<file path="src/losrc_pkg.sv">
package losrc_pkg;

  localparam int unsigned ROOT_W = 28;
  localparam int unsigned RAD_W = 2 * ROOT_W;

  // stages before the root unit, then one stage per root bit
  localparam int unsigned PRE_STAGES = 3;
  localparam int unsigned STAGES = PRE_STAGES + ROOT_W;
  localparam int unsigned LOS_STAGE = 11;
  localparam int unsigned LOS_DLY = STAGES - LOS_STAGE;

  localparam int unsigned CFG_IDX_W = 2;
  localparam int unsigned CFG_DATA_W = 24;

  localparam logic [CFG_IDX_W-1:0] REG_SATELLITE_COUNT = 2'd0;
  localparam logic [CFG_IDX_W-1:0] REG_EARTH_RADIUS = 2'd1;
  localparam logic [CFG_IDX_W-1:0] REG_MIN_ELEVATION = 2'd2;

  localparam logic [12:0] SATELLITE_COUNT_RST = 13'd0;
  localparam logic [23:0] EARTH_RADIUS_RST = 24'd6378137;
  localparam logic [15:0] MIN_ELEVATION_RST = 16'd11380;

  typedef struct packed {
    logic elev;
    logic gate;
    logic d2zero;
  } los_flags_t;

endpackage

</file>
<file path="src/losrc_sqrt.sv">
module losrc_sqrt (
  input  logic                              clk,
  input  logic                              en,
  input  logic [losrc_pkg::RAD_W-1:0]       radicand,
  output logic [losrc_pkg::ROOT_W-1:0]      root
);

  localparam int unsigned W = losrc_pkg::ROOT_W;
  localparam int unsigned NW = losrc_pkg::RAD_W;
  localparam int unsigned TW = NW + 1;

  logic [NW-1:0] rem_q [W];
  logic [W-1:0]  rt_q  [W];

  for (genvar j = 0; j < W; j++) begin : g_bit
    localparam int unsigned K = W - 1 - j;
    logic [NW-1:0] rem_in;
    logic [W-1:0]  rt_in;
    logic [TW-1:0] trial;
    logic          ge;

    if (j == 0) begin : g_first
      assign rem_in = radicand;
      assign rt_in  = '0;
    end else begin : g_next
      assign rem_in = rem_q[j-1];
      assign rt_in  = rt_q[j-1];
    end

    assign trial = (TW'(rt_in) << (K + 1)) | (TW'(1) << (2 * K));
    assign ge    = TW'(rem_in) >= trial;

    always_ff @(posedge clk) begin
      if (en) begin
        rem_q[j] <= ge ? rem_in - trial[NW-1:0] : rem_in;
        rt_q[j]  <= ge ? (rt_in | (W'(1) << K)) : rt_in;
      end
    end
  end

  assign root = rt_q[W-1];

endmodule

</file>
<file path="config.mk">
export PLATFORM = sky130hd
export DESIGN_NAME = losrc_sqrt
export DESIGN_NICKNAME = d
export VERILOG_FILES = /design/src/losrc_pkg.sv /design/src/losrc_sqrt.sv
export SDC_FILE = /design/constraint.sdc
export NUM_CORES = 2
export LEC_CHECK = 0
export BUFFER_PORTS_ARGS = -buffer_cell sky130_fd_sc_hd__buf_4
export CAP_MARGIN = 20
export CORE_UTILIZATION = 51
export CTS_CLUSTER_DIAMETER = 120
export DETAILED_ROUTE_END_ITERATION = 8
export HOLD_SLACK_MARGIN = 0.05
export PLACE_DENSITY = 0.66
export SETUP_SLACK_MARGIN = 0.05
export SKIP_LAST_GASP = 1
export SLEW_MARGIN = 25
export SYNTH_ARGS = -nofsm -noshare
export SYNTH_HDL_FRONTEND = slang
export SYNTH_SLANG_ARGS = --single-unit
</file>
<file path="constraint.sdc">
create_clock -name clk -period 5.7 [get_ports clk]
set_input_delay 0.57 -clock clk [delete_from_list [all_inputs] [get_ports clk]]
set_output_delay 0.57 -clock clk [all_outputs]
set_load 0.03 [all_outputs]
</file>
## Yosys cells after proc, flatten, opt, wreduce, memory -nomap -nowiden

Memories as Yosys holds them, arrays and structs flattened.
Index checks and enable logic that the tools add are counted.

| word-level totals | value |
|---|---|
| bits in registers | 0 |
| RAM bits | 2352 |
| memories kept | 2 |
| output and inout bits | 28 |

Memories:

| memory | words | bits a word | rd ports | clocked after Yosys merged registers in | wr ports | RTL line | RTL |
|---|---|---|---|---|---|---|---|
| rem_q | 28 | 56 | 27 | 0 | 28 | losrc_sqrt.sv:12 | `logic [NW-1:0] rem_q [W];` |
| rt_q | 28 | 28 | 28 | 0 | 28 | losrc_sqrt.sv:13 | `logic [W-1:0] rt_q [W];` |

| operators by class | value |
|---|---|
| $lt $le $gt $ge | 28 |
| multiplexer cells | 58 |
| add/sub/neg operators | 28 |

Operators by type and width:

| operator | number |
|---|---|
| 2-to-1 mux 56 bit | 28 |
| greater-or-equal comparator 56 x 29 -> 1 bit | 1 |
| greater-or-equal comparator 56 x 30 -> 1 bit | 1 |
| greater-or-equal comparator 56 x 31 -> 1 bit | 1 |
| greater-or-equal comparator 56 x 32 -> 1 bit | 1 |
| greater-or-equal comparator 56 x 33 -> 1 bit | 1 |
| greater-or-equal comparator 56 x 34 -> 1 bit | 1 |
| greater-or-equal comparator 56 x 35 -> 1 bit | 1 |
| greater-or-equal comparator 56 x 36 -> 1 bit | 1 |
| greater-or-equal comparator 56 x 37 -> 1 bit | 1 |
| greater-or-equal comparator 56 x 38 -> 1 bit | 1 |
| greater-or-equal comparator 56 x 39 -> 1 bit | 1 |
| greater-or-equal comparator 56 x 40 -> 1 bit | 1 |
| greater-or-equal comparator 56 x 41 -> 1 bit | 1 |
| greater-or-equal comparator 56 x 42 -> 1 bit | 1 |
| greater-or-equal comparator 56 x 43 -> 1 bit | 1 |
| greater-or-equal comparator 56 x 44 -> 1 bit | 1 |
| greater-or-equal comparator 56 x 45 -> 1 bit | 1 |
| greater-or-equal comparator 56 x 46 -> 1 bit | 1 |
| greater-or-equal comparator 56 x 47 -> 1 bit | 1 |
| greater-or-equal comparator 56 x 48 -> 1 bit | 1 |
| greater-or-equal comparator 56 x 49 -> 1 bit | 1 |
| greater-or-equal comparator 56 x 50 -> 1 bit | 1 |
| greater-or-equal comparator 56 x 51 -> 1 bit | 1 |
| 61 further kinds | 63 |

## Depth between registers and ports, before layout

An unclocked memory read counts as a cell.

| logic depth | value |
|---|---|
| depth after elaboration | 3 |
| gate-level depth with buffers | 14 |
| depth with buffers taken out | 13 |

## Worst setup path after synthesis

Ideal clock, no wire load.

| timing path | value |
|---|---|
| path kind | flip-flop to flip-flop |
| from | memory rem_q[1][185] (netlist name) |
| to | memory rem_q[1][265] (netlist name), data pin |
| data required time | 5.441 ns |
| path buffers | 0 |
| stages on the path, launching flop included | 11 |
| slack | 2.306 ns |
| arrival | 3.135 ns |
| period minus slack after synthesis | 3.394 ns |
| path through | edfxtp_1 ha_1 a21oi_1 nand2_1 a311o_1 a311o_1 a31oi_1 o21ai_0 a21o_1 or4b_1 xnor2_1 |

RTL lines:

| element | RTL line |
|---|---|
| start, declared | losrc_sqrt.sv:12 |

==> implementation parameters <==
Parameter                              Value

Timing
  Slew of the pin with the lowest slew margin ... approximately 1 ns
  Portion of the clock cycle consumed by the worst path in the final layout ... 0.727
  Worst slew margin relative to its limit ... 0.311
  Maximum operating frequency ... about 240 MHz
  Total Neg Setup Slack ... 0 ns
  Clk_skew ... 0.0639 ns
  Number of endpoints with negative hold slack in the final report ... 0
  Final min period ... roughly 4.1 ns
  Smallest setup slack after layout ... 1.56 ns
  Final Slew Violations ... 0
  RSZ-0062 raised after global routing ... false
  Number of setup violations in the final report ... 0

Clock tree
  Max H-tree Level ... 4
  Cell chosen for the clock root ... clkbuf_16
  Clock-pin slew on the worst setup and hold paths ... 0.06 ns
  Source-to-sink clock delay at the later pin of the worst-skew pair ... ~0.85 ns
  Number of buffers on the longest clock path ... 3
  Hold-fix buffers, CTS ... 55
  Number of buffers inserted by post-CTS setup repair ... 0
  Number of buffers created by CTS ... 194
  Clock Sink Count ... 1918
  CTS tree ... yes
  Resized cells post-CTS ... 0

Detailed routing
  Drc violations ... 0
  Average detailed-routed wire length per instance ... between 15 and 20 um
  Count of vias placed by the detailed router ... 57600
  Routed Antenna Nets ... 0
  Initial drt markers ... roughly 4700
  Via-to-Cell Ratio ... 5.73
  First-pass DRT Iterations ... 6
  Post-Route WL ... roughly 200 mm

Place
  HPWL Detailed ... 148 mm
  Worst slack at placement ... 1.34 ns
  Routability cong. ... 0.895
  Count of input and output buffers ... 85

Power
  Total power per unit cell area ... 388 nW/um2
  Peak VDD IR ... 0.277 mV
  P_leak ... 38.5 nW
  Total power consumption of the routed design ... 39.8 mW

Floorplan
  Initial core utilization ... 0.514
  Placeable Area ... 179000 um2
  Total die area ... 182000 um2
  I/O pin count ... between 80 and 90
  Horizontal die dimension ... roughly 430 um
  Standard-cell rows ... 155
  Chip height ... 427 um

Synthesis
  Mapped cell area ... 92000 um2
  Async SR Flop Fraction ... 0
  Sequential cell area fraction in the yosys report ... 0.626
  Primary FF master, synth ... edfxtp_1
  Number of warnings printed during yosys synthesis ... 0
  Number of distinct library cell variants in the gate-level netlist after synthesis ... 99
  Avg Synthesized Cell Area ... ~13 um2
  Post-synthesis instance total ... about 7300
  Net Count, Synth ... between 7000 and 8000
  Number of synthesized flops with an enable pin ... roughly 1900
  Seq cells post-synth ... 1918

GRT
  Global-route wire length before repair ... 314 mm
  Remaining global-route overflow ... 0
  Via count of the first global-routing pass ... 56500
  Global-route total usage across every layer ... 0.220
  Antenna violations before repair ... 3
  Pin count of the biggest net entering global routing ... 193

Setup path
  Nature of the critical path endpoint ... flop
  Worst path arrival time ... 4.74 ns
  Launching element type of the critical path ... flop
  Slowest cell on the critical path ... o311ai_0
  Highest net fanout along the worst path ... 8
  Data required time at the worst endpoint ... 6.30 ns
  Path type of the worst setup path ... flop to flop
  Number of buffers and inverters on the critical path ... 0
  CP cell instances ... ha_1, o21ai_0, a21oi_1, o311ai_0, nand2_1, a21boi_0, nor2_1, a311oi_2, nand4_1, xnor2_1
  Cell family with the largest share of critical-path delay ... compound AO/OA/AOI/OAI gates
  Max incr delay on CP ... 0.71 ns

Cells and area
  Area Growth Syn to Fin ... 11.4%
  Fraction of layout cells with a size suffix above 1 ... 0.0689
  Most common cell after layout, fill and taps aside ... edfxtp_1
  Number of antenna cells inserted ... 0
  Area of the multi-input gates ... about 32000 um2
  Final #Nets ... 8037
  Commonest cells after routing, fill and taps aside ... 1918 x edfxtp_1, 547 x inv_1, 465 x nand2_1
  Register area ... 57600 um2
  Final-layout fill cell count ... 14400

Run status
  Status ... complete, no violations

Hold path
  Worst min-delay path category ... primary input to flop

Run
  Max-cap violation count ... 0
==> where the power goes <==
group          internal, mW  switching (mW)  leakage [nW]
clock network          7.07            5.43          3.03
logic                  3.34            4.67          17.1
registers              17.9            1.39          18.4
total                  28.3            11.5          38.5
==> worst paths after layout <==
path	slack (ns)	depth (start not counted)	end	start
worst max-delay path	1.56	10	rem_q[1][430]	rem_q[1][347]
worst min register to register	0.42	0	rem_q[0][843]	rem_q[0][787]
worst min-delay path	0.11	1	rem_q[0][774]	en
worst max register to register	1.56	10	rem_q[1][430]	rem_q[1][347]
==> sequential cells by signal, indices dropped and copies added, names as in the netlist <==
signal,flops
rem_q,1512
rt_q,406
==> Yosys cell counts (53+ instances only) <==
cell type / number / area share
xor2_1: 335 / 0.032
mux2_2: 53 / 0.0065
nor3_1: 245 / 0.013
nand2b_1: 86 / 0.0058
nand2_1: 465 / 0.019
nand3_1: 105 / 0.0057
a21oi_1: 435 / 0.024
nor2_1: 464 / 0.019
edfxtp_1: 1918 / 0.63
nand4_1: 102 / 0.0069
o21ai_0: 330 / 0.018
nor2b_1: 60 / 0.0041
xnor2_1: 325 / 0.031
or3_1: 83 / 0.0056
clkbuf_1: 110 / 0.0045
or4_1: 56 / 0.0046
o21a_1: 72 / 0.0059
a21o_1: 189 / 0.015
ha_1: 432 / 0.059
inv_1: 547 / 0.022
nor4_1: 260 / 0.018
==> through the flow <==
stage               hold slack (ns)  std cells  cell area, um2   util
detailed placement            0.430       9650           95500  0.534
floorplan                     0.417       7299           92000      -
CTS                          0.0682      10100          102000  0.573
global route                 0.0779      10100          102000  0.573
global placement              0.423       9650           95500  0.534
finish                        0.110      10100          102000  0.573
==> cell families (layout without fill, tap and decap cells) <==
family / after synthesis / after routing / share of synthesized area
multiplexers: 71 / 71 / 0.00862
adder cells (fa/ha/maj): 432 / 432 / 0.0588
buffers and inverters: 680 / 1084 / 0.0283
AO/OA/AOI/OAI: 1378 / 1378 / 0.0938
AND/OR/NAND/NOR: 2160 / 2160 / 0.121
flip-flops: 1918 / 1918 / 0.626
XOR/XNOR: 660 / 660 / 0.0628
==> metal layers <==
layer  vias up  track usage  share of wire
li1      27900            -              -
met1     28100        0.286           0.43
met3       320       0.0333          0.045
met2      1321        0.381           0.50
met4         0       0.0603          0.023
met5         -            0              0
==> final cells by class <==
cell class,instances,share of cell area
well taps,2355,0.0288
repair buffers,185,0.0163
clock inverters,125,0.0130
multi-input cells,4701,0.311
flip-flops and latches,1918,0.562
clock buffers,227,0.0486
inverters,547,0.0200
Power figures use the tool's default switching activity.
